$ cat src/itoa_pkg.sv
package itoa_pkg;

  // field widths
  localparam int unsigned VAL_W    = 32;
  localparam int unsigned KIND_W   = 2;
  localparam int unsigned CHAR_W   = 7;
  localparam int unsigned NIB_W    = 4;

  // digit counts and the packed digit register
  localparam int unsigned DEC_DIGITS = 10;
  localparam int unsigned HEX_DIGITS = VAL_W / NIB_W;
  localparam int unsigned DIG_W      = DEC_DIGITS * NIB_W;
  localparam int unsigned REM_W      = 4;
  localparam int unsigned CNT_W      = 6;

  // kind codes
  localparam logic [KIND_W-1:0] KIND_UDEC = 2'd0;
  localparam logic [KIND_W-1:0] KIND_SDEC = 2'd1;
  localparam logic [KIND_W-1:0] KIND_HEX  = 2'd2;

  // ascii codes
  localparam logic [CHAR_W-1:0] CHAR_ZERO  = 7'h30;
  localparam logic [CHAR_W-1:0] CHAR_MINUS = 7'h2d;
  // 'a' minus ten, so a nibble of ten or more maps straight to its letter
  localparam logic [CHAR_W-1:0] CHAR_A_OFS = 7'h57;

  // load request from the top level to the character sequencer
  typedef struct packed {
    logic             load;
    logic             neg;
    logic             hex;
    logic [DIG_W-1:0] digits;
  } load_t;

endpackage

$ cat src/itoa_dabble.sv
module itoa_dabble (
  input  logic                           clk_i,
  input  logic                           rst_ni,
  input  logic                           start_i,
  input  logic [itoa_pkg::VAL_W-1:0]     mag_i,
  output logic                           done_o,
  output logic [itoa_pkg::DIG_W-1:0]     bcd_o
);

  logic [itoa_pkg::VAL_W-1:0] bin_q, bin_d;
  logic [itoa_pkg::DIG_W-1:0] bcd_q, bcd_d;
  logic [itoa_pkg::CNT_W-1:0] cnt_q, cnt_d;
  logic                       done_q, done_d;
  logic [itoa_pkg::DIG_W-1:0] adj;

  // add 3 to every bcd digit of five or more, digits are independent
  always_comb begin
    for (int i = 0; i < itoa_pkg::DEC_DIGITS; i++) begin
      if (bcd_q[i*itoa_pkg::NIB_W +: itoa_pkg::NIB_W] >= 4'd5) begin
        adj[i*itoa_pkg::NIB_W +: itoa_pkg::NIB_W] =
          bcd_q[i*itoa_pkg::NIB_W +: itoa_pkg::NIB_W] + 4'd3;
      end else begin
        adj[i*itoa_pkg::NIB_W +: itoa_pkg::NIB_W] =
          bcd_q[i*itoa_pkg::NIB_W +: itoa_pkg::NIB_W];
      end
    end
  end

  // one binary bit shifted into the bcd register per cycle
  always_comb begin
    bin_d  = bin_q;
    bcd_d  = bcd_q;
    cnt_d  = cnt_q;
    done_d = 1'b0;
    if (start_i) begin
      bin_d = mag_i;
      bcd_d = '0;
      cnt_d = itoa_pkg::CNT_W'(itoa_pkg::VAL_W);
    end else if (cnt_q != '0) begin
      bin_d  = {bin_q[itoa_pkg::VAL_W-2:0], 1'b0};
      bcd_d  = {adj[itoa_pkg::DIG_W-2:0], bin_q[itoa_pkg::VAL_W-1]};
      cnt_d  = cnt_q - itoa_pkg::CNT_W'(1);
      done_d = (cnt_q == itoa_pkg::CNT_W'(1));
    end
  end

  // control state
  always_ff @(posedge clk_i or negedge rst_ni) begin
    if (!rst_ni) begin
      cnt_q  <= '0;
      done_q <= 1'b0;
    end else begin
      cnt_q  <= cnt_d;
      done_q <= done_d;
    end
  end

  // shift registers
  always_ff @(posedge clk_i) begin
    bin_q <= bin_d;
    bcd_q <= bcd_d;
  end

  assign done_o = done_q;
  assign bcd_o  = bcd_q;

endmodule

$ cat src/itoa_emit.sv
module itoa_emit (
  input  logic                            clk_i,
  input  logic                            rst_ni,
  input  itoa_pkg::load_t                 ld_i,
  output logic                            busy_o,
  output logic                            out_valid_o,
  input  logic                            out_stall_i,
  output logic [itoa_pkg::CHAR_W-1:0]     char_code_o,
  output logic                            last_o
);

  logic                          busy_q, busy_d;
  logic                          minus_q, minus_d;
  logic                          skip_q, skip_d;
  logic [itoa_pkg::DIG_W-1:0]    dig_q, dig_d;
  logic [itoa_pkg::REM_W-1:0]    rem_q, rem_d;
  logic                          ovld_q, ovld_d;
  logic [itoa_pkg::CHAR_W-1:0]   char_q, char_d;
  logic                          last_q, last_d;
  logic [itoa_pkg::NIB_W-1:0]    top_nib;
  logic [itoa_pkg::CHAR_W-1:0]   nib_char;
  logic                          send_free;

  assign top_nib   = dig_q[itoa_pkg::DIG_W-1 -: itoa_pkg::NIB_W];
  assign send_free = !ovld_q || !out_stall_i;

  // nibble to ascii digit or lower-case letter
  always_comb begin
    if (top_nib < 4'd10) begin
      nib_char = itoa_pkg::CHAR_ZERO + {3'b000, top_nib};
    end else begin
      nib_char = itoa_pkg::CHAR_A_OFS + {3'b000, top_nib};
    end
  end

  // strip leading zeros one nibble per cycle and send any minus, then send one char per digit
  always_comb begin
    busy_d  = busy_q;
    minus_d = minus_q;
    skip_d  = skip_q;
    dig_d   = dig_q;
    rem_d   = rem_q;
    ovld_d  = send_free ? 1'b0 : ovld_q;
    char_d  = char_q;
    last_d  = last_q;
    if (ld_i.load) begin
      busy_d  = 1'b1;
      minus_d = ld_i.neg;
      skip_d  = 1'b1;
      dig_d   = ld_i.digits;
      rem_d   = ld_i.hex ? itoa_pkg::REM_W'(itoa_pkg::HEX_DIGITS)
                         : itoa_pkg::REM_W'(itoa_pkg::DEC_DIGITS);
    end else if (busy_q) begin
      if (skip_q) begin
        if (top_nib == '0 && rem_q > itoa_pkg::REM_W'(1)) begin
          dig_d = {dig_q[itoa_pkg::DIG_W-itoa_pkg::NIB_W-1:0], {itoa_pkg::NIB_W{1'b0}}};
          rem_d = rem_q - itoa_pkg::REM_W'(1);
        end else begin
          skip_d = 1'b0;
        end
      end
      if (send_free) begin
        if (minus_q) begin
          ovld_d  = 1'b1;
          char_d  = itoa_pkg::CHAR_MINUS;
          last_d  = 1'b0;
          minus_d = 1'b0;
        end else if (!skip_q) begin
          ovld_d = 1'b1;
          char_d = nib_char;
          last_d = (rem_q == itoa_pkg::REM_W'(1));
          dig_d  = {dig_q[itoa_pkg::DIG_W-itoa_pkg::NIB_W-1:0], {itoa_pkg::NIB_W{1'b0}}};
          rem_d  = rem_q - itoa_pkg::REM_W'(1);
          if (rem_q == itoa_pkg::REM_W'(1)) begin
            busy_d = 1'b0;
          end
        end
      end
    end
  end

  // control state
  always_ff @(posedge clk_i or negedge rst_ni) begin
    if (!rst_ni) begin
      busy_q  <= 1'b0;
      minus_q <= 1'b0;
      skip_q  <= 1'b0;
      rem_q   <= '0;
      ovld_q  <= 1'b0;
    end else begin
      busy_q  <= busy_d;
      minus_q <= minus_d;
      skip_q  <= skip_d;
      rem_q   <= rem_d;
      ovld_q  <= ovld_d;
    end
  end

  // digit shift register and output payload
  always_ff @(posedge clk_i) begin
    dig_q  <= dig_d;
    char_q <= char_d;
    last_q <= last_d;
  end

  assign busy_o      = busy_q;
  assign out_valid_o = ovld_q;
  assign char_code_o = char_q;
  assign last_o      = last_q;

endmodule

$ cat src/integer_to_ascii_formatter_core.sv
// channel | valid      | stall       | payload
// in      | in_valid_i | in_stall_o  | kind_i[1:0], value_i[31:0]
// out     | out_valid_o| out_stall_i | char_code_o[6:0], last_o
//
// decimal: shift-and-add-3, one bit a cycle, then the digits are handed over,
//   leading zero digits are dropped one at a time, the skip ends and the
//   digits are sent one by one; the minus goes out during the skip
// hex: no conversion, the same skip and send over 8 nibbles
// one number at a time: in_stall_o is high from acceptance until the cycle
//   after the last character has entered the output register
// a stalled output holds its character and delays the next one by the stalled
//   cycles; rst_ni clears all control state
module integer_to_ascii_formatter_core (
  input  logic                            clk_i,
  input  logic                            rst_ni,
  input  logic                            in_valid_i,
  output logic                            in_stall_o,
  input  logic [itoa_pkg::KIND_W-1:0]     kind_i,
  input  logic [itoa_pkg::VAL_W-1:0]      value_i,
  output logic                            out_valid_o,
  input  logic                            out_stall_i,
  output logic [itoa_pkg::CHAR_W-1:0]     char_code_o,
  output logic                            last_o
);

  localparam logic [1:0] ST_IDLE = 2'd0;
  localparam logic [1:0] ST_CONV = 2'd1;
  localparam logic [1:0] ST_EMIT = 2'd2;

  logic [1:0]                  state_q, state_d;
  logic                        neg_q, neg_d;
  logic                        in_acc;
  logic                        in_neg;
  logic                        dab_start;
  logic [itoa_pkg::VAL_W-1:0]  mag;
  logic                        dab_done;
  logic [itoa_pkg::DIG_W-1:0]  bcd;
  logic                        emit_busy;
  itoa_pkg::load_t             ld;

  assign in_stall_o = (state_q != ST_IDLE);
  assign in_acc     = in_valid_i && !in_stall_o;
  assign in_neg     = (kind_i == itoa_pkg::KIND_SDEC) && value_i[itoa_pkg::VAL_W-1];
  assign mag        = in_neg ? (~value_i + itoa_pkg::VAL_W'(1)) : value_i;
  assign dab_start  = in_acc && !kind_i[1];

  // sequencer: convert decimal or pass hex straight on, hand digits to the character stage
  always_comb begin
    state_d   = state_q;
    neg_d     = neg_q;
    ld.load   = 1'b0;
    ld.neg    = 1'b0;
    ld.hex    = 1'b0;
    ld.digits = bcd;
    unique case (state_q)
      ST_IDLE: begin
        if (in_acc) begin
          neg_d = in_neg;
          if (kind_i[1]) begin
            ld.load   = 1'b1;
            ld.hex    = 1'b1;
            ld.digits = {value_i, {(itoa_pkg::DIG_W-itoa_pkg::VAL_W){1'b0}}};
            state_d   = ST_EMIT;
          end else begin
            state_d = ST_CONV;
          end
        end
      end
      ST_CONV: begin
        if (dab_done) begin
          ld.load = 1'b1;
          ld.neg  = neg_q;
          state_d = ST_EMIT;
        end
      end
      ST_EMIT: begin
        if (!emit_busy) begin
          state_d = ST_IDLE;
        end
      end
      default: begin
        state_d = ST_IDLE;
      end
    endcase
  end

  always_ff @(posedge clk_i or negedge rst_ni) begin
    if (!rst_ni) begin
      state_q <= ST_IDLE;
      neg_q   <= 1'b0;
    end else begin
      state_q <= state_d;
      neg_q   <= neg_d;
    end
  end

  itoa_dabble u_dabble (
    .clk_i   (clk_i),
    .rst_ni  (rst_ni),
    .start_i (dab_start),
    .mag_i   (mag),
    .done_o  (dab_done),
    .bcd_o   (bcd)
  );

  itoa_emit u_emit (
    .clk_i       (clk_i),
    .rst_ni      (rst_ni),
    .ld_i        (ld),
    .busy_o      (emit_busy),
    .out_valid_o (out_valid_o),
    .out_stall_i (out_stall_i),
    .char_code_o (char_code_o),
    .last_o      (last_o)
  );

endmodule

$ cat config.mk
export PLATFORM = sky130hd
export DESIGN_NAME = integer_to_ascii_formatter_core
export DESIGN_NICKNAME = d
export VERILOG_FILES = /design/src/itoa_pkg.sv /design/src/itoa_dabble.sv /design/src/itoa_emit.sv /design/src/integer_to_ascii_formatter_core.sv
export SDC_FILE = /design/constraint.sdc
export NUM_CORES = 1
export LEC_CHECK = 0
export ABC_AREA = 1
export ABC_CLOCK_PERIOD_IN_PS = 2850
export BUFFER_PORTS_ARGS = -buffer_cell sky130_fd_sc_hd__buf_2
export CAP_MARGIN = 20
export CORE_MARGIN = 5
export CORE_UTILIZATION = 61
export CTS_CLUSTER_DIAMETER = 100
export CTS_CLUSTER_SIZE = 24
export DETAILED_ROUTE_END_ITERATION = 7
export PLACE_DENSITY = 0.8
export SYNTH_ARGS = -nofsm -noshare
export SYNTH_HDL_FRONTEND = slang
export SYNTH_SLANG_ARGS = --single-unit
$ cat constraint.sdc
create_clock -name clk_i -period 2.85 [get_ports clk_i]
set_clock_uncertainty 0.2 [all_clocks]
set_input_delay 0.57 -clock clk_i [delete_from_list [all_inputs] [get_ports clk_i]]
set_output_delay 0.57 -clock clk_i [all_outputs]
set_load 0.005 [all_outputs]
==> impl_metrics.toml, run 1 <==
[synth]
synth_top_area_cell = "edfxtp_1"
yosys_warnings = 0
synth_edf_count = 80
netlist.area_leader.share_pct = 30.7
async_reset_ff_share_pct = 13.0
ys_top_cells_by_area = "edfxtp_1 31%, dfxtp_1 10%, nand2_1 8.9%"
ys.flop_type = "edfxtp_1"
ys_types = 34
synth_area_sq_um = 7830
yosysSeqAreaShare_pct = 46.7
synth_area_per_cell_sq_um = 8.02
synth_seq_cells = 138
synth_nets = 1042
synth_cells = 977

[placement]
pre_cts_ws_ps = 333
dp_hpwl_um = 13100
io_buffers = 47
dp_cells = 1173
gp_congestion = 0.901

[job]
cap_viol_max_count = 0

[clocking]
clock-root-buffer = "clkbuf_16"
clk-insertion-delay-late_ps = 420
cts_tree = "yes"
cts_max_level = 4
cts_inserted_buffers = 17
cts_setup_buffers = 0
clockBufferDepth = 2
clk_pin_slew_ps = 60
cts_sinks = 138

[worst_setup_path]
start_kind = "flip-flop"
max_stage_delay_ps = 390
crit_type = "reg -> reg"
worstPathCellList = "inv_1, ha_1, nand3_1, buf_4, nor2_1, inv_2, buf_12"
worst-path-max-fanout = 46
cp-end-kind = "flip-flop"
cp.required_ps = 2750
crit_family = "buffers and inverters"
critPathBufInv = 4
path_depth = 7
reg2reg_depth = 7
critPathArrivalTime_ps = 2170
cp_slowest_cell = "dfrtp_1"

[min_path]
hp-class = "in -> reg"
hold_depth = 3

[routing]
drcViolationCount = 0
route.vias.total = 6936
wl_per_cell_um = 15.9
wirelength_um = 19200
vias_per_cell = 5.75
ant_nets = 0
drt_iter0_markers = 747
first_pass_iters = 5

[final_layout]
area_delta_synth_final_pct = 11.9
fin_cells = 1206
antenna_cells = 0
nets = 1086
drive_above_1_share_pct = 10.1
final_common_cell = "nand2_1"
mostFrequentLayoutCells = "186 x nand2_1, 116 x inv_1, 109 x nor2_1"

[floorplanning]
start_util_pct = 62.1
num_rows = 41
dieWidth_um = 123
core_area_sq_um = 12600
die-area_sq_um = 15200
die_h_um = 123
io_pins = 48

[global_route]
antenna_found_initial = 0
grtUsageTotal_pct = 26.2
grt_pass1_wl_um = 30900
grt_max_degree = 52
grt_pass1_vias = 6515
grt-ovfl-total = 0

[timing]
period_share_pct = 79.5
clock.fmax_mhz = 442
final_hold_viol_count = 0
setup_viol = 0
grt_setup_unrepaired = "no"
slew_violations = 0
setup_slack_ps = 586
fin_tns_setup_ps = 0
slew_headroom_pct = 56.9
period_minus_slack_ps = 2260
worst_pin_slew_ps = 640

[power]
power_density_nw_per_um2 = 1090
vdd_drop_max_mv = 0.530
power_mw = 9.57
p_leak_nw = 3.95

[outcome]
status = "completed"
sequential cells by signal, summed over array words and instances (netlist names), named ones only:
| signal | flops |
|---|---|
| u_emit.dig_q | 40 |
| u_emit.last_o | 1 |
| state_q | 2 |
| u_dabble.bin_q | 32 |
| u_dabble.done_o | 1 |
| u_dabble.bcd_o | 40 |
| u_emit.minus_q | 1 |
| u_emit.rem_q | 4 |
| u_dabble.cnt_q | 6 |
| u_emit.char_code_o | 7 |
| u_emit.busy_o | 1 |
| neg_q | 1 |
| u_emit.skip_q | 1 |
worst reg2reg max path, cell delays in order (launching register included):
cell,delay [ps]
dfrtp_1,390
inv_1,70
ha_1,240
nand3_1,130
buf_4,200
nor2_1,100
inv_2,290
buf_12,300
path summary, 6_finish.rpt:
path                                         from            endpoint  slack [ps]
max in group asynchronous                  rst_ni   u_dabble.cnt_q[2]        1770
worst min register to register    u_dabble.done_o          state_q[0]         260
min in group asynchronous                  rst_ni     u_emit.rem_q[2]         400
worst min-delay path                  out_stall_i           flip-flop         170
worst max register to register  u_dabble.cnt_q[0]  u_dabble.bin_q[26]         590
worst max-delay path            u_dabble.cnt_q[0]  u_dabble.bin_q[26]         590
routing by layer:
metal | vias to the layer above | GRT usage [%] | routed length, um
met1 | 3182 | 35.4 | 8240
met3 | 45 | 5.67 | 1600
met4 | 0 | 11.1 | 453
met5 | - | 0 | 0
li1 | 3414 | - | -
met2 | 295 | 41.0 | 8910
logic make-up (layout without fill, tap and decap cells):
| group | after synthesis | count (layout) | synth area share, % |
|---|---|---|---|
| buffers and inverters | 160 | 217 | 8.15 |
| AND/OR/NAND/NOR | 390 | 390 | 20.8 |
| adder cells (fa/ha/maj) | 27 | 27 | 4.31 |
| flip-flops | 138 | 138 | 46.7 |
| XOR/XNOR | 17 | 17 | 1.90 |
| other | 1 | 1 | 0.0479 |
| AO/OA/AOI/OAI | 244 | 244 | 18.1 |
repair_timing:
item,4_1_cts,5_1_grt
hold buffers,1,0
resized for setup,0,0
endpoints found under the hold margin,18,0
cell usage after synthesis (8+ instances only):
cell type  number
nand2_1       186
inv_1         116
nor2_1        109
o21ai_0       105
edfxtp_1       80
nand3_1        73
o22ai_1        56
dfxtp_1        40
o21bai_1       31
ha_1           27
a21oi_1        26
buf_2          22
dfrtp_1        18
xor2_1         16
clkbuf_1       13
nand4_1         8
o31ai_1         8
through the flow:
step / cell area (sq um) / hold WS [ps] / util, %
global placement: 8220 / 246 / 65.1
detailed placement: 8220 / 255 / 65.1
global route: 8760 / 201 / 69.4
finish: 8760 / 174 / 69.4
CTS: 8760 / 160 / 69.4
floorplan: 7830 / 74.4 / -
cell type report:
cell class	count	area, sq um
Clock buffer	23	458
Multi-Input combinational cell	679	3540
Fill cell	1061	3860
Inverter	124	468
Timing Repair Buffer	61	355
Clock inverter	9	73.8
Sequential cell	138	3650
Tap cell	172	215
where the power goes:
| group | internal (mW) | total [mW] | switching [mW] |
|---|---|---|---|
| Clock | 1.21 | 2.03 | 0.825 |
| Combinational | 1.31 | 3.63 | 2.32 |
| Sequential | 3.38 | 3.91 | 0.531 |
| Total | 5.90 | 9.57 | 3.67 |
Power figures use the tool's default switching activity.
==> inputs of run 2 (changes only) <==
Settings changed: ABC_CLOCK_PERIOD_IN_PS 2850 to 1900, CORE_UTILIZATION 61 to 55, PLACE_DENSITY 0.8 to 0.76.
Clock period 2.85 ns to 1.9 ns, I/O delays scaled along.
==> impl_metrics.toml, run 2 (synthesis results as in run 1) <==
[placement]
dp_cells = 1254
dp_hpwl_um = 14200
gp_congestion = 0.907
io_buffers = 47

[final_layout]
nets = 1173
mostFrequentLayoutCells = "183 x nand2_1, 111 x inv_1, 100 x nor2_1"
fin_cells = 1301
antenna_cells = 0
final_common_cell = "nand2_1"
area_delta_synth_final_pct = 26.3
num-fill-cells = 1025
multi_input_area_sq_um = 3770
regArea_sq_um = 3650
drive_above_1_share_pct = 21.5

[timing]
setup_slack_ps = -186
fin_tns_setup_ps = -4150
setup_viol = 44
grt_setup_unrepaired = "yes"
slew_violations = 0
period_share_pct = 110
worst_pin_slew_ps = 547
final_hold_viol_count = 0
clock.fmax_mhz = 479
slew_headroom_pct = 63.2
period_minus_slack_ps = 2090

[min_path]
hp-start = "value_i[21]"
hp-class = "in -> reg"

[global_route]
grt_pass1_wl_um = 33400
grt_max_degree = 44
gr-usage-met2_pct = 41.5
grt-ovfl-total = 0
antenna_found_initial = 0
met3_usage_pct = 4.08
grt_pass1_vias = 6930
grtUsageTotal_pct = 25.2
grtUsageMet1_pct = 33.4
top_usage_layer = "met2"

[clocking]
clock-root-buffer = "clkbuf_16"
cts_tree = "yes"
cts_inserted_buffers = 17
clk_pin_slew_ps = 60
clk-insertion-delay-late_ps = 420
clockBufferDepth = 2
cts_sinks = 138
cts_max_level = 4

[power]
vdd_drop_max_mv = 0.854
p_leak_nw = 4.54
swShare_pct = 38.7
switching_power_mw = 6.19
p_int_mw = 9.81
combPwrFrac_pct = 43.1
pwr-share-clk_pct = 19.9
pwr-share-seq_pct = 37.1
power_density_nw_per_um2 = 1620

[floorplanning]
die_h_um = 129
core_area_sq_um = 13900
num_rows = 43
io_pins = 48
dieWidth_um = 129
die-area_sq_um = 16700
start_util_pct = 56.2

[worst_setup_path]
critPathArrivalTime_ps = 2050
critPathBufInv = 3
startpoint = "u_emit.rem_q[0]"
cp-end-kind = "flip-flop"
max_stage_delay_ps = 420
worst-path-max-fanout = 18
worstPathCellList = "inv_2, ha_4, o21ai_2, nand3_1, inv_2, nand2_4, nand2_8, inv_6, nor2_1, o21bai_1"
cp.required_ps = 1870
cp_slowest_cell = "dfrtp_2"
start_kind = "flip-flop"
r2r-start = "u_emit.rem_q[0]"
crit_family = "simple AND/OR/NAND/NOR gates"
cp_common_cell = "inv_2"
crit_type = "reg -> reg"

[routing]
wirelength_um = 22000
ant_nets = 0
drcViolationCount = 0
first_pass_iters = 5
vias_per_cell = 5.79
wl_per_cell_um = 16.9
route.vias.total = 7527
drt_iter0_markers = 1026

[job]
cap_viol_max_count = 0

[outcome]
status = "complete, but fails checks"
violations = "setup timing"
## run 2: cell count changes in the layout (fill, tap and decap cells not counted), sizes merged
cell	change
nand2	+1
clkinv	+2
clkbuf	+3
dlygate4sd3	+1
buf	+79
inv	+1
## run 2: final cells by class
cell class	count	area share, %
clock buffers	23	5.03
repair buffers	144	11.8
multi-input cells	680	38.1
inverters	124	4.94
flip-flops and latches	138	36.9
clock inverters	9	0.696
repair inverters	3	0.266
well taps	180	2.28
## run 2: worst paths after layout
kind	endpoint	slack, ps	cells after the start
max in group asynchronous	u_emit.rem_q[0]	960	2
min in group asynchronous	neg_q	220	2
min	u_dabble.bin_q[21]	140	4
max	u_emit.dig_q[31]	-190	10
min reg2reg	state_q[0]	270	1
max reg2reg	u_emit.dig_q[31]	-190	10
## run 2: what timing repair did
action | in CTS | in global routing
pin swaps | 1 | 6
hold buffers | 2 | 0
setup buffers | 0 | 5
endpoints found under the hold margin | 19 | 0
endpoints found under the setup margin | 44 | 109
resized for setup | 27 | 66
cloned | 0 | 8
## run 2: worst register-to-register path, cell delays in order, from the launching register on
cell	delay [ps]
dfrtp_2	420
inv_2	70
ha_4	170
o21ai_2	150
nand3_1	100
inv_2	90
nand2_4	100
nand2_8	170
inv_6	110
nor2_1	150
o21bai_1	110
## run 2: per-layer routing
| metal | vias to the layer above | wire (um) |
|---|---|---|
| li1 | 3597 | - |
| met1 | 3509 | 9050 |
| met2 | 360 | 10600 |
| met3 | 61 | 1740 |
| met4 | 0 | 664 |
| met5 | - | 0 |
## run 2: per-stage QoR
stage	total power, mW	setup slack [ps]	utilization (%)	area [sq um]	hold WS, ps
after floorplan	9.85	-161	-	7880	-116
after global placement	11.6	-188	64.0	8910	134
after detailed placement	11.8	-253	64.0	8910	133
after CTS	15.2	-67.1	68.5	9540	133
after global routing	17.1	-227	71.0	9890	167
final	16.0	-186	71.0	9890	144
## run 2: power groups by stage
| stage | Sequential [mW] | Clock (mW) | Combinational [mW] |
|---|---|---|---|
| floorplan | 5.69 | 0 | 4.17 |
| global placement | 5.79 | 0 | 5.76 |
| detailed placement | 5.82 | 0 | 5.95 |
| CTS | 5.82 | 3.22 | 6.11 |
| global route | 6.06 | 3.36 | 7.71 |
| finish | 5.93 | 3.18 | 6.89 |
==> inputs of run 3 (changes only) <==
Settings changed: ABC_AREA 1 to 0, CORE_ASPECT_RATIO set to 1.5.
==> impl_metrics.toml, run 3 <==
[outcome]
status = "complete, but fails checks"
violations = "setup timing"

[clocking]
clockBufferDepth = 2
cts_sinks = 138
cts_inserted_buffers = 17
cts_max_level = 4
cts_tree = "yes"
clock-root-buffer = "clkbuf_16"
clk-insertion-delay-late_ps = 430
clk_pin_slew_ps = 60

[global_route]
grt_pass1_vias = 6946
grt-ovfl-total = 0
antenna_found_initial = 0
grt_max_degree = 55
grtUsageTotal_pct = 26.2
grt_pass1_wl_um = 34500

[final_layout]
final_common_cell = "buf_4"
utilization_pct = 72.2
area_delta_synth_final_pct = 30.3
design_area_sq_um = 10100
fin_cells = 1114
drive_above_1_share_pct = 27.3
antenna_cells = 0
regArea_sq_um = 3660
nets = 1001
num-fill-cells = 906
multi_input_area_sq_um = 4020
mostFrequentLayoutCells = "90 x buf_4, 85 x nand2_1, 80 x edfxtp_1"

[floorplanning]
die-area_sq_um = 16600
io_pins = 48
dieWidth_um = 107
die_h_um = 155
start_util_pct = 55.4
num_rows = 53
core_area_sq_um = 13900

[routing]
vias_per_cell = 6.32
drcViolationCount = 0
wirelength_um = 23000
route.vias.total = 7043
wl_per_cell_um = 20.6
ant_nets = 0
drt_iter0_markers = 696
first_pass_iters = 5

[timing]
clock.fmax_mhz = 425
final_hold_viol_count = 0
setup_viol = 44
fin_tns_setup_ps = -13650
setup_slack_ps = -455
grt_setup_unrepaired = "yes"
period_minus_slack_ps = 2350
slew_violations = 0
period_share_pct = 124
hold_slack_ps = 143

[synth]
netlist.area_leader.share_pct = 31.1
synth_seq_cells = 138
synthMuxAreaShare_pct = 4.54
synth_area_sq_um = 7720
synth_cells = 800
synth_top_family_by_area = "compound AO/OA/AOI/OAI gates"
async_reset_ff_share_pct = 13.0
synth_xor_area_share_pct = 4.65
synth_common_cells = "87 x nand2_1, 80 x edfxtp_1, 61 x a21oi_1"
synth_nets = 865
ys.flop_type = "edfxtp_1"
ys_top_cells_by_area = "edfxtp_1 31%, dfxtp_1 10%, dfrtp_1 5.8%"
synth-simple-area-share_pct = 14.9
synth_top_area_cell = "edfxtp_1"
synth_fa_ha_area_share_pct = 4.38
synth_compound_area_share_pct = 20.0
ys_types = 58
synthMostInstantiatedCell = "nand2_1"
synth_edf_count = 80
synth_area_per_cell_sq_um = 9.65
yosysSeqAreaShare_pct = 47.3
yosys_warnings = 0

[min_path]
hp-class = "in -> reg"
hp-start = "value_i[0]"

[worst_setup_path]
critPathArrivalTime_ps = 2320
cp_slowest_cell = "dfrtp_1"
worst-path-max-fanout = 5
worstPathCellList = "inv_2, ha_4, nor2_4, o2111a_1, or2_4, buf_6, buf_16, mux2i_1, o21ai_1"
r2r-start = "u_emit.rem_q[1]"
cp-end-kind = "flip-flop"
max_stage_delay_ps = 400
start_kind = "flip-flop"
startpoint = "u_emit.rem_q[1]"
cp.required_ps = 1870
crit_type = "reg -> reg"

[placement]
gp_congestion = 0.908
dp_hpwl_um = 14200
io_buffers = 47
dp_cells = 1063
pre_cts_ws_ps = -410
placed_cell_area_sq_um = 8980

[power]
power_density_nw_per_um2 = 1630
p_leak_nw = 4.13
power_mw = 16.4
vdd_drop_max_mv = 0.589

[job]
cap_viol_max_count = 0
## run 3: layout make-up
type / instances / share of cell area (%)
clock inverter: 6 / 0.423
multi-input combinational: 584 / 39.9
inverter: 33 / 1.43
timing repair buffer: 162 / 14.2
clock buffer: 26 / 5.61
sequential: 138 / 36.4
tap: 165 / 2.05
## run 3: power breakdown
part / switching, mW / total, mW / internal [mW] / leakage, nW
sequential: 1.16 / 6.10 / 4.94 / 1.43
combinational: 3.69 / 6.94 / 3.25 / 2.40
clock: 1.30 / 3.36 / 2.06 / 0.307
## run 3: path summary, 6_finish.rpt
check	endpoint	slack [ps]	cells past startpoint
worst min register to register	u_emit.minus_q	300	2
worst max-delay path	u_emit.dig_q[19]	-450	9
worst min-delay path	u_dabble.bin_q[0]	140	3
max in group asynchronous	u_dabble.cnt_q[4]	970	2
worst max register to register	u_emit.dig_q[19]	-450	9
min in group asynchronous	async pin	240	2
## run 3: timing repair
action,in CTS,in global routing
setup endpoints to repair,80,111
hold buffers,1,0
endpoints found under the hold margin,18,0
gates cloned,3,3
buffers inserted,3,9
pin swaps,1,12
resized for setup,14,35
## run 3: cell families (layout without fill, tap and decap cells)
family / count (synthesis) / count (layout)
compound gates: 247 / 247
simple gates: 233 / 233
flops: 138 / 138
buf+inv: 78 / 227
xor+xnor: 41 / 41
mux: 35 / 35
fa+ha+maj: 27 / 27
other cells: 1 / 1
## run 3: critical path: cells and delay by family (launching register included)
family	cells	cell delay, ps
muxes	1	200
buffers and inverters	3	420
and+or+nand+nor	2	350
DFF	1	400
adders and majority gates	1	160
AOI/OAI and AO/OA	2	350
## run 3: metal layers
metal  global-route usage (%)  wire [um]  vias up
met3                     4.61       1650       94
met2                     46.2      11800      373
met5                        0          0        -
met4                     13.1       1000        0
met1                     30.5       8530     3394
li1                         -          -     3182
